<file path="config.mk">
export PLATFORM = sky130hd
export DESIGN_NAME = rv64_csr_file_with_traps_top
export DESIGN_NICKNAME = d
export VERILOG_FILES = /design/src/hdl/csrft_pkg.sv /design/src/hdl/rv64_csr_file_with_traps_top.sv
export SDC_FILE = /design/constraint.sdc
export NUM_CORES = 2
export LEC_CHECK = 0
export BUFFER_PORTS_ARGS = -buffer_cell sky130_fd_sc_hd__buf_4
export CAP_MARGIN = 20
export CORE_MARGIN = 5
export CORE_UTILIZATION = 65
export DETAILED_ROUTE_END_ITERATION = 16
export PLACE_DENSITY = 0.83
export RECOVER_POWER = 100
export SYNTH_ARGS = -nofsm -noshare
export SYNTH_HDL_FRONTEND = slang
export SYNTH_SLANG_ARGS = --single-unit
</file>
<file path="constraint.sdc">
create_clock -name clk_i -period 7.3 [get_ports clk_i]
set_input_delay 2.19 -clock clk_i [delete_from_list [all_inputs] [get_ports clk_i]]
set_output_delay 2.19 -clock clk_i [all_outputs]
set_load 0.01 [all_outputs]
</file>
<file path="src/hdl/csrft_pkg.sv">
// ----------------------------------------------------------------------------
// csrft_pkg
// Shared codes, masks and CSR addresses for the RV64 CSR file with traps.
// ----------------------------------------------------------------------------
`default_nettype none

package csrft_pkg;

  // Operation kinds.
  typedef enum logic [1:0] {
    KIND_READ  = 2'd0,
    KIND_WRITE = 2'd1,
    KIND_TRAP  = 2'd2,
    KIND_RET   = 2'd3
  } kind_e;

  // Error codes.
  localparam logic [2:0] ERR_OK     = 3'd0;
  localparam logic [2:0] ERR_PRIV   = 3'd1;
  localparam logic [2:0] ERR_UNIMPL = 3'd2;
  localparam logic [2:0] ERR_RDONLY = 3'd3;
  localparam logic [2:0] ERR_CNT    = 3'd4;

  // Privilege modes.
  localparam logic [1:0] PRIV_U = 2'd0;
  localparam logic [1:0] PRIV_S = 2'd1;
  localparam logic [1:0] PRIV_R = 2'd2;
  localparam logic [1:0] PRIV_M = 2'd3;

  // CSR addresses.
  localparam logic [11:0] CSR_SSTATUS    = 12'h100;
  localparam logic [11:0] CSR_SIE        = 12'h104;
  localparam logic [11:0] CSR_STVEC      = 12'h105;
  localparam logic [11:0] CSR_SCOUNTEREN = 12'h106;
  localparam logic [11:0] CSR_SSCRATCH   = 12'h140;
  localparam logic [11:0] CSR_SEPC       = 12'h141;
  localparam logic [11:0] CSR_SCAUSE     = 12'h142;
  localparam logic [11:0] CSR_STVAL      = 12'h143;
  localparam logic [11:0] CSR_SIP        = 12'h144;
  localparam logic [11:0] CSR_SATP       = 12'h180;
  localparam logic [11:0] CSR_MSTATUS    = 12'h300;
  localparam logic [11:0] CSR_MISA       = 12'h301;
  localparam logic [11:0] CSR_MEDELEG    = 12'h302;
  localparam logic [11:0] CSR_MIDELEG    = 12'h303;
  localparam logic [11:0] CSR_MIE        = 12'h304;
  localparam logic [11:0] CSR_MTVEC      = 12'h305;
  localparam logic [11:0] CSR_MCOUNTEREN = 12'h306;
  localparam logic [11:0] CSR_MSCRATCH   = 12'h340;
  localparam logic [11:0] CSR_MEPC       = 12'h341;
  localparam logic [11:0] CSR_MCAUSE     = 12'h342;
  localparam logic [11:0] CSR_MTVAL      = 12'h343;
  localparam logic [11:0] CSR_MIP        = 12'h344;
  localparam logic [11:0] CSR_MCYCLE     = 12'hB00;
  localparam logic [11:0] CSR_MINSTRET   = 12'hB02;
  localparam logic [11:0] CSR_CYCLE      = 12'hC00;
  localparam logic [11:0] CSR_INSTRET    = 12'hC02;
  localparam logic [11:0] CSR_MHARTID    = 12'hF14;

  // Constant values and masks.
  localparam logic [63:0] MISA_VALUE   = (64'd2 << 62) | (64'd1 << 8);
  localparam logic [63:0] SATP_MODE    = 64'hF << 60;
  localparam logic [63:0] SATP_SV39    = 64'h8 << 60;
  localparam logic [63:0] ALIGN_MASK   = ~64'h3;
  localparam logic [63:0] ST_UXL64     = 64'd2 << 32;
  localparam logic [63:0] ST_SXL64     = 64'd2 << 34;
  localparam logic [63:0] SSTATUS_MASK = 64'h000C_0122;
  localparam logic [63:0] MSTATUS_MASK = 64'h007E_19AA;
  localparam logic [11:0] INT_S_MASK   = 12'h222;
  localparam logic [11:0] INT_SSIP     = 12'h002;
  localparam logic [11:0] INT_ALL_MASK = 12'hAAA;
  localparam logic [15:0] EXC_DELEG    = 16'hB3FF;

  // Status bit positions.
  localparam int unsigned SB_SIE  = 1;
  localparam int unsigned SB_MIE  = 3;
  localparam int unsigned SB_SPIE = 5;
  localparam int unsigned SB_MPIE = 7;
  localparam int unsigned SB_SPP  = 8;
  localparam int unsigned SB_MPP  = 11;
  localparam int unsigned SB_MPRV = 17;

endpackage

`default_nettype wire

</file>
<file path="src/hdl/rv64_csr_file_with_traps_top.sv">
// ----------------------------------------------------------------------------
// rv64_csr_file_with_traps_top
// RV64 machine and supervisor CSR file with trap entry and trap return.
// ----------------------------------------------------------------------------
// Channel  Direction  Handshake            Payload
// in       input      in_valid_i/in_stall_o kind, csr_address, operand_value,
//                                           privilege, trap_cause, trap_pc,
//                                           return_to_machine
// out      output     out_valid_o/out_stall_i read_data, error_code,
//                                           new_privilege, target_pc
//
// One item is taken every cycle unless stalled; its result shows next cycle.
// The CSR state updates at the accepting edge, so the next item sees it.
// Reset clears all CSR state and the output valid flag.
// When the result register is full and stalled, the input is stalled too.
// ----------------------------------------------------------------------------
`default_nettype none

module rv64_csr_file_with_traps_top (
  input  wire logic        clk_i,
  input  wire logic        rst_ni,
  input  wire logic        in_valid_i,
  output logic             in_stall_o,
  input  wire logic [1:0]  kind_i,
  input  wire logic [11:0] csr_address_i,
  input  wire logic [63:0] operand_value_i,
  input  wire logic [1:0]  privilege_i,
  input  wire logic [63:0] trap_cause_i,
  input  wire logic [63:0] trap_pc_i,
  input  wire logic        return_to_machine_i,
  output logic             out_valid_o,
  input  wire logic        out_stall_i,
  output logic [63:0]      read_data_o,
  output logic [2:0]       error_code_o,
  output logic [1:0]       new_privilege_o,
  output logic [63:0]      target_pc_o
);
  import csrft_pkg::*;

  // CSR state.
  logic [63:0] mstatus_q, mstatus_d;
  logic [15:0] medeleg_q, medeleg_d;
  logic [11:0] mideleg_q, mideleg_d, mie_q, mie_d, mip_q, mip_d;
  logic [63:0] mtvec_q, mtvec_d, mscratch_q, mscratch_d, mepc_q, mepc_d;
  logic [63:0] mcause_q, mcause_d, mtval_q, mtval_d;
  logic [2:0]  mcounteren_q, mcounteren_d, scounteren_q, scounteren_d;
  logic [63:0] stvec_q, stvec_d, sscratch_q, sscratch_d, sepc_q, sepc_d;
  logic [63:0] scause_q, scause_d, stval_q, stval_d, satp_q, satp_d;
  logic [63:0] cycle_q, cycle_d, instret_q, instret_d;

  // Result register.
  logic        out_valid_q;
  logic [63:0] rd_q, rd_d, tpc_q, tpc_d;
  logic [2:0]  err_q, err_d;
  logic [1:0]  np_q, np_d;

  logic        accept;
  logic [1:0]  priv;
  logic        exists, is_wr;
  logic [2:0]  cbit;
  logic [63:0] csr_val, m, mst;
  logic [1:0]  mpp;
  logic        deleg;

  assign in_stall_o = out_valid_q & out_stall_i;
  assign accept     = in_valid_i & ~in_stall_o;
  assign priv       = (privilege_i == PRIV_R) ? PRIV_U : privilege_i;
  assign is_wr      = (kind_i == KIND_WRITE);

  // Implemented address set.
  always_comb begin
    case (csr_address_i)
      CSR_SSTATUS, CSR_SIE, CSR_STVEC, CSR_SCOUNTEREN, CSR_SSCRATCH, CSR_SEPC,
      CSR_SCAUSE, CSR_STVAL, CSR_SIP, CSR_SATP, CSR_MSTATUS, CSR_MISA,
      CSR_MEDELEG, CSR_MIDELEG, CSR_MIE, CSR_MTVEC, CSR_MCOUNTEREN,
      CSR_MSCRATCH, CSR_MEPC, CSR_MCAUSE, CSR_MTVAL, CSR_MIP, CSR_MCYCLE,
      CSR_MINSTRET, CSR_CYCLE, CSR_INSTRET, CSR_MHARTID: exists = 1'b1;
      default: exists = 1'b0;
    endcase
  end

  // Read value of the addressed CSR.
  always_comb begin
    case (csr_address_i)
      CSR_SSTATUS:    csr_val = (mstatus_q & SSTATUS_MASK) | ST_UXL64;
      CSR_SIE:        csr_val = {52'd0, mie_q & mideleg_q & INT_S_MASK};
      CSR_STVEC:      csr_val = stvec_q;
      CSR_SCOUNTEREN: csr_val = {61'd0, scounteren_q};
      CSR_SSCRATCH:   csr_val = sscratch_q;
      CSR_SEPC:       csr_val = sepc_q;
      CSR_SCAUSE:     csr_val = scause_q;
      CSR_STVAL:      csr_val = stval_q;
      CSR_SIP:        csr_val = {52'd0, mip_q & mideleg_q & INT_S_MASK};
      CSR_SATP:       csr_val = satp_q;
      CSR_MSTATUS:    csr_val = mstatus_q | ST_UXL64 | ST_SXL64;
      CSR_MISA:       csr_val = MISA_VALUE;
      CSR_MEDELEG:    csr_val = {48'd0, medeleg_q};
      CSR_MIDELEG:    csr_val = {52'd0, mideleg_q};
      CSR_MIE:        csr_val = {52'd0, mie_q};
      CSR_MTVEC:      csr_val = mtvec_q;
      CSR_MCOUNTEREN: csr_val = {61'd0, mcounteren_q};
      CSR_MSCRATCH:   csr_val = mscratch_q;
      CSR_MEPC:       csr_val = mepc_q;
      CSR_MCAUSE:     csr_val = mcause_q;
      CSR_MTVAL:      csr_val = mtval_q;
      CSR_MIP:        csr_val = {52'd0, mip_q};
      CSR_MCYCLE, CSR_CYCLE:     csr_val = cycle_q;
      CSR_MINSTRET, CSR_INSTRET: csr_val = instret_q;
      default:        csr_val = 64'd0;
    endcase
  end

  // Access check in priority order.
  always_comb begin
    cbit = (csr_address_i == CSR_CYCLE)   ? 3'b001 :
           (csr_address_i == CSR_INSTRET) ? 3'b100 : 3'b000;
    if (priv < csr_address_i[9:8]) err_d = ERR_PRIV;
    else if (!exists) err_d = ERR_UNIMPL;
    else if (is_wr && csr_address_i[11:10] == 2'b11) err_d = ERR_RDONLY;
    else if (!is_wr && cbit != 3'b000 && priv != PRIV_M &&
             (((mcounteren_q & cbit) == 3'b000) ||
              (priv == PRIV_U && (scounteren_q & cbit) == 3'b000)))
      err_d = ERR_CNT;
    else err_d = ERR_OK;
  end

  // Next state and result.
  always_comb begin
    mstatus_d = mstatus_q;     medeleg_d = medeleg_q;   mideleg_d = mideleg_q;
    mie_d = mie_q;             mip_d = mip_q;           mtvec_d = mtvec_q;
    mcounteren_d = mcounteren_q; mscratch_d = mscratch_q; mepc_d = mepc_q;
    mcause_d = mcause_q;       mtval_d = mtval_q;       stvec_d = stvec_q;
    scounteren_d = scounteren_q; sscratch_d = sscratch_q; sepc_d = sepc_q;
    scause_d = scause_q;       stval_d = stval_q;       satp_d = satp_q;
    cycle_d = cycle_q;         instret_d = instret_q;
    rd_d = 64'd0; np_d = PRIV_U; tpc_d = 64'd0;
    m = 64'd0; mst = mstatus_q; mpp = mstatus_q[SB_MPP +: 2];
    deleg = (priv != PRIV_M) && (trap_cause_i < 64'd16) &&
            medeleg_q[trap_cause_i[3:0]];
    case (kind_i)
      KIND_READ: begin
        if (err_d == ERR_OK) rd_d = csr_val;
      end
      KIND_WRITE: begin
        if (err_d == ERR_OK) begin
          case (csr_address_i)
            CSR_SSTATUS: mstatus_d = (mstatus_q & ~SSTATUS_MASK) |
                                     (operand_value_i & SSTATUS_MASK);
            CSR_SIE: mie_d = (mie_q & ~(mideleg_q & INT_S_MASK)) |
                             (operand_value_i[11:0] & mideleg_q & INT_S_MASK);
            CSR_STVEC:      stvec_d = operand_value_i & ALIGN_MASK;
            CSR_SCOUNTEREN: scounteren_d = operand_value_i[2:0];
            CSR_SSCRATCH:   sscratch_d = operand_value_i;
            CSR_SEPC:       sepc_d = operand_value_i & ALIGN_MASK;
            CSR_SCAUSE:     scause_d = operand_value_i;
            CSR_STVAL:      stval_d = operand_value_i;
            CSR_SIP: mip_d = (mip_q & ~(mideleg_q & INT_SSIP)) |
                             (operand_value_i[11:0] & mideleg_q & INT_SSIP);
            CSR_SATP: begin
              if ((operand_value_i & SATP_MODE) == 64'd0) satp_d = 64'd0;
              else if ((operand_value_i & SATP_MODE) == SATP_SV39)
                satp_d = operand_value_i;
            end
            CSR_MSTATUS: begin
              m = operand_value_i & MSTATUS_MASK;
              if (m[SB_MPP +: 2] == PRIV_R) m[SB_MPP +: 2] = PRIV_U;
              mstatus_d = m;
            end
            CSR_MEDELEG:    medeleg_d = operand_value_i[15:0] & EXC_DELEG;
            CSR_MIDELEG:    mideleg_d = operand_value_i[11:0] & INT_S_MASK;
            CSR_MIE:        mie_d = operand_value_i[11:0] & INT_ALL_MASK;
            CSR_MTVEC:      mtvec_d = operand_value_i & ALIGN_MASK;
            CSR_MCOUNTEREN: mcounteren_d = operand_value_i[2:0];
            CSR_MSCRATCH:   mscratch_d = operand_value_i;
            CSR_MEPC:       mepc_d = operand_value_i & ALIGN_MASK;
            CSR_MCAUSE:     mcause_d = operand_value_i;
            CSR_MTVAL:      mtval_d = operand_value_i;
            CSR_MIP:        mip_d = operand_value_i[11:0] & INT_ALL_MASK;
            CSR_MCYCLE:     cycle_d = operand_value_i;
            CSR_MINSTRET:   instret_d = operand_value_i;
            default: ;
          endcase
        end
      end
      KIND_TRAP: begin
        if (deleg) begin
          mst[SB_SPIE] = mstatus_q[SB_SIE];
          mst[SB_SIE]  = 1'b0;
          mst[SB_SPP]  = (priv == PRIV_S);
          sepc_d   = trap_pc_i & ALIGN_MASK;
          scause_d = trap_cause_i;
          stval_d  = operand_value_i;
          np_d  = PRIV_S;
          tpc_d = stvec_q & ALIGN_MASK;
        end else begin
          mst[SB_MPIE] = mstatus_q[SB_MIE];
          mst[SB_MIE]  = 1'b0;
          mst[SB_MPP +: 2] = priv;
          mepc_d   = trap_pc_i & ALIGN_MASK;
          mcause_d = trap_cause_i;
          mtval_d  = operand_value_i;
          np_d  = PRIV_M;
          tpc_d = mtvec_q & ALIGN_MASK;
        end
        mstatus_d = mst;
      end
      default: begin
        if (!return_to_machine_i) begin
          np_d = mstatus_q[SB_SPP] ? PRIV_S : PRIV_U;
          mst[SB_SIE]  = mstatus_q[SB_SPIE];
          mst[SB_SPIE] = 1'b1;
          mst[SB_SPP]  = 1'b0;
          mst[SB_MPRV] = 1'b0;
          tpc_d = sepc_q;
        end else begin
          np_d = (mpp == PRIV_M) ? PRIV_M : (mpp == PRIV_S) ? PRIV_S : PRIV_U;
          mst[SB_MIE]  = mstatus_q[SB_MPIE];
          mst[SB_MPIE] = 1'b1;
          mst[SB_MPP +: 2] = PRIV_U;
          if (mpp != PRIV_M) mst[SB_MPRV] = 1'b0;
          tpc_d = mepc_q;
        end
        mstatus_d = mst;
      end
    endcase
  end

  // CSR state registers.
  always_ff @(posedge clk_i or negedge rst_ni) begin
    if (!rst_ni) begin
      mstatus_q <= '0; medeleg_q <= '0; mideleg_q <= '0; mie_q <= '0;
      mip_q <= '0; mtvec_q <= '0; mcounteren_q <= '0; mscratch_q <= '0;
      mepc_q <= '0; mcause_q <= '0; mtval_q <= '0; stvec_q <= '0;
      scounteren_q <= '0; sscratch_q <= '0; sepc_q <= '0; scause_q <= '0;
      stval_q <= '0; satp_q <= '0; cycle_q <= '0; instret_q <= '0;
    end else if (accept) begin
      mstatus_q <= mstatus_d; medeleg_q <= medeleg_d; mideleg_q <= mideleg_d;
      mie_q <= mie_d; mip_q <= mip_d; mtvec_q <= mtvec_d;
      mcounteren_q <= mcounteren_d; mscratch_q <= mscratch_d;
      mepc_q <= mepc_d; mcause_q <= mcause_d; mtval_q <= mtval_d;
      stvec_q <= stvec_d; scounteren_q <= scounteren_d;
      sscratch_q <= sscratch_d; sepc_q <= sepc_d; scause_q <= scause_d;
      stval_q <= stval_d; satp_q <= satp_d; cycle_q <= cycle_d;
      instret_q <= instret_d;
    end
  end

  // Result register valid flag.
  always_ff @(posedge clk_i or negedge rst_ni) begin
    if (!rst_ni) begin
      out_valid_q <= 1'b0;
    end else if (!in_stall_o) begin
      out_valid_q <= in_valid_i;
    end
  end

  // Result payload; error only reported for CSR operations.
  always_ff @(posedge clk_i) begin
    if (accept) begin
      rd_q  <= rd_d;
      err_q <= (kind_i == KIND_READ || kind_i == KIND_WRITE) ? err_d : ERR_OK;
      np_q  <= np_d;
      tpc_q <= tpc_d;
    end
  end

  assign out_valid_o     = out_valid_q;
  assign read_data_o     = rd_q;
  assign error_code_o    = err_q;
  assign new_privilege_o = np_q;
  assign target_pc_o     = tpc_q;

`ifndef NO_ASSERTIONS
  // Reserved MPP encoding never reaches the status register.
  a_mpp: assert property (@(posedge clk_i) disable iff (!rst_ni)
    mstatus_q[SB_MPP +: 2] != PRIV_R) else $error("reserved MPP stored");
  // Input is stalled only when a result is held.
  a_stall: assert property (@(posedge clk_i) disable iff (!rst_ni)
    in_stall_o |-> out_valid_q) else $error("stall without result");
  // A held result does not change while stalled.
  a_hold: assert property (@(posedge clk_i) disable iff (!rst_ni)
    (out_valid_o && out_stall_i) |=> $stable(target_pc_o) && $stable(read_data_o))
    else $error("result changed under stall");
  // A trap entry lands in supervisor or machine mode.
  a_trap: assert property (@(posedge clk_i) disable iff (!rst_ni)
    (accept && kind_i == KIND_TRAP) |=> (new_privilege_o == PRIV_S ||
                                         new_privilege_o == PRIV_M))
    else $error("bad trap mode");
`endif

endmodule

`default_nettype wire
</file>
==> run summary <==
Worst EP arrival -> 7.21 ns
Pre-CTS WS -> 1.045 ns
Layout Area Growth over Synthesis -> 12.00%
Total gr overflow -> 0
Final worst slack -> 0.5180 ns
Final nets -> 4201
Crit path required time -> 7.73 ns
Hold slack -> 0.4811 ns
Initial core utilization -> 65.74%
Post-Route Setup TNS -> 0 ns
HPWL after DPL -> 90.85 mm
Detailed-route via count -> 36.36k
Post-CTS setup buffer count -> 0
Num Clock Sinks -> 1052
Failing checks -> max-capacitance violations, max-slew violations
Ports -> 348
Most common cell after layout, fill and taps aside -> dfrtp_1
Count of different cell masters after synthesis -> 73
Pins Over Slew Limit -> 633
Sw Ratio -> 25.24%
Clock power frac -> 40.3%
Post-Route WL -> 160.2 mm
Top_reg_cell synth -> dfrtp_1
Die H -> 282.1 um
Max Cap Viol -> 14
Routability congestion estimate -> 0.9497
Slew headroom -> -109.3%
Logic pwr share -> 9.6%
Flip-flop and latch count after synthesis -> 1052
Number of global-route vias before repair -> 36.85k
Sequential group share of total power -> 50.1%
Largest net degree at the start of global routing -> 181
Full die area -> 79580 um2
Met3 wire len -> 21.49 mm
LEAKAGE -> 24.80 nW
Critical Setup Path Class -> in -> reg
Vias per inst -> 7.215
Wl on met1 -> 57.18 mm
CP Launch Type -> input port
CP endpoint kind -> register
Top Layer Used -> met5
Worst Setup SP -> kind_i[0]
Cell internal pwr -> 0.01042 W
Die width -> 282.1 um
Largest area contributor in the netlist -> dfrtp_1
Clk slew on worst S/H paths -> 0.06 ns
CTS buffer count -> 103
Most frequent cells in the layout -> dfrtp_1 (921), mux2_2 (527), buf_4 (249), nand2_1 (197), mux2i_1 (194)
Row Count -> 99
Post-synth EDFFs -> 131
WL/cell -> 31.79 um
Post-Synthesis Mean Instance Area -> 12.68 um2
Crit-path max cell delay -> 2.15 ns
HP Class -> reg -> reg
Core area -> 73210 um2
Top post-synthesis cells by area -> dfrtp_1 (48%), mux2_2 (12%), edfxtp_1 (8.2%)
Tot GR Track Use -> 39.57%
Slew @ Worst Pin -> 3.132 ns
CTS H-Tree Depth -> 3
CTS tree -> built
Fin. Hold Viols -> 0
Critical Path Most Common Cell -> clkbuf_1
FFs w/ async S/R, synth -> 87.55%
Count of input and output buffers -> 343
Max Clock Freq -> 147.4 MHz
Initial antenna violation count -> 12
RSZ-0062 raised after global routing -> no
Iteration-0 DRC Markers -> 5216
CP max FO -> 46
Min-delay src -> satp_q[21]
Worst vdd ir -> 202.1 uV
First-pass GRT wire length -> 235.8 mm
Mapped Area -> 48130 um2
Reg2reg start -> out_valid_o
Worst path top cell family by delay -> simple AND/OR/NAND/NOR gates
Final worst path period share -> 92.90%
Clock Skews -> 0.02302 ns
Net Sw Power -> 0.003519 W
DRC viols -> 0
Detail Route Antenna Nets -> 0
Crit path max-delay cell type -> nand2_1
# setup viols final -> 0
Filler cell count -> 4891
Pwr/cell area -> 258.7 nW/um2
Tmin final -> 6.782 ns
Drt first pass iters -> 9
Met2 wire len -> 70.84 mm
Clock Latency Late Sink -> 0.68 ns
Root Driver -> clkbuf_16
Critical-path cell list -> clkbuf_1, ha_1, inv_2, nand2_1, clkbuf_1, o22ai_1
Max Buffers Root-to-Sink -> 3
Run status -> complete, but fails checks
Post-CTS sizing -> 0
Share of cells above drive strength 1 -> 24.90%
Seq/Total Area, Yosys -> 56.06%
Post-Synthesis Cells -> 3795
Number of buffer and inverter stages on the critical path -> 3
Post-CTS Hold Buffers -> 0
Synth top area share -> 47.89%
Warnings, synthesis -> 0
-- worst paths after layout --
check / to / slack, ns / cells past startpoint
worst max-delay path: target_pc_o[13] / 0.52 / 6
worst min-delay path: satp_q[21] / 0.48 / 2
worst max register to register: read_data_o[36] / 2.35 / 5
worst min register to register: satp_q[21] / 0.48 / 2
max in group asynchronous: cycle_q[60] / 2.41 / 2
min in group asynchronous: sepc_q[16] / 1.48 / 1
-- power groups by stage --
stage               combinational, W  clock [W]  sequential (W)
floorplan                   0.000820          0         0.00696
global placement             0.00128          0         0.00702
detailed placement           0.00135          0         0.00706
CTS                          0.00137    0.00561         0.00696
global route                 0.00146    0.00586         0.00704
finish                       0.00134    0.00561         0.00699
-- worst register-to-register path, cell delays in order, from the launching register on --
cell        delay, ns
dfrtp_1          0.34
nand2_1          0.09
nand2_1          0.43
clkinvlp_2       2.07
buf_4            1.07
buf_4            0.58
-- per-layer routing --
metal | up-vias | global-route usage (%)
li1 | 14530 | -
met1 | 18330 | 51.59
met2 | 2769 | 59.27
met3 | 727 | 12.84
met4 | 6 | 22.22
met5 | - | 0
-- stage by stage --
step	total power, W	std cells	area, um2	utilization, %
final	0.01394	5040	53900	73.63
after global routing	0.01436	5038	53890	73.62
after CTS	0.01394	5031	55000	75.13
after detailed placement	0.008408	4837	51440	70.26
after global placement	0.008301	4837	51440	70.26
after floorplan	0.007775	3796	48130	-
-- flip-flops by register name, summed over array words and instances, names as in the netlist, 3 cells and up --
| name | count |
|---|---|
| mideleg_q | 3 |
| mie_q | 6 |
| sepc_q | 62 |
| stvec_q | 62 |
| medeleg_q | 13 |
| target_pc_o | 62 |
| error_code_o | 3 |
| mstatus_q | 62 |
| mscratch_q | 64 |
| mtval_q | 64 |
| mtvec_q | 62 |
| instret_q | 64 |
| stval_q | 64 |
| mcounteren_q | 3 |
| sscratch_q | 64 |
| read_data_o | 64 |
| mepc_q | 62 |
| satp_q | 64 |
| scounteren_q | 3 |
| mcause_q | 64 |
| mip_q | 6 |
| scause_q | 64 |
| cycle_q | 64 |
-- synthesized netlist by cell type (all sizes together), types with 19 or more instances --
library cell  instances
a21o                 61
a21oi               147
a221oi              127
a222oi               41
a22o                101
a22oi               142
a31oi                55
and3                 20
buf                 118
clkbuf              227
dfrtp               921
edfxtp              131
inv                  76
mux2                670
mux2i               194
nand2               201
nor2                123
nor2b               113
nor4                 19
o21ai                81
o22ai                64
-- cells by family (layout without fill, tap and decap cells) --
logic type	after synthesis	after routing	synth area share, %
DFF	1052	1052	56.06
AOI/OAI and AO/OA	870	870	13.15
muxes	866	866	20.74
and+or+nand+nor	580	580	6.026
buffers and inverters	421	697	3.884
adders and majority gates	5	5	0.1300
other	1	11	0.007792
-- area by class of cell --
class | count | area (um2) | area share [%]
flip-flops and latches | 1052 | 26980 | 50.06
multi-input cells | 2323 | 18990 | 35.23
clock buffers | 147 | 3030 | 5.622
repair buffers | 427 | 2854 | 5.295
well taps | 959 | 1200 | 2.226
clock inverters | 47 | 535.5 | 0.9935
inverters | 76 | 286.5 | 0.5316
diodes | 9 | 22.52 | 0.04178
(Power assumes the default switching activity.)
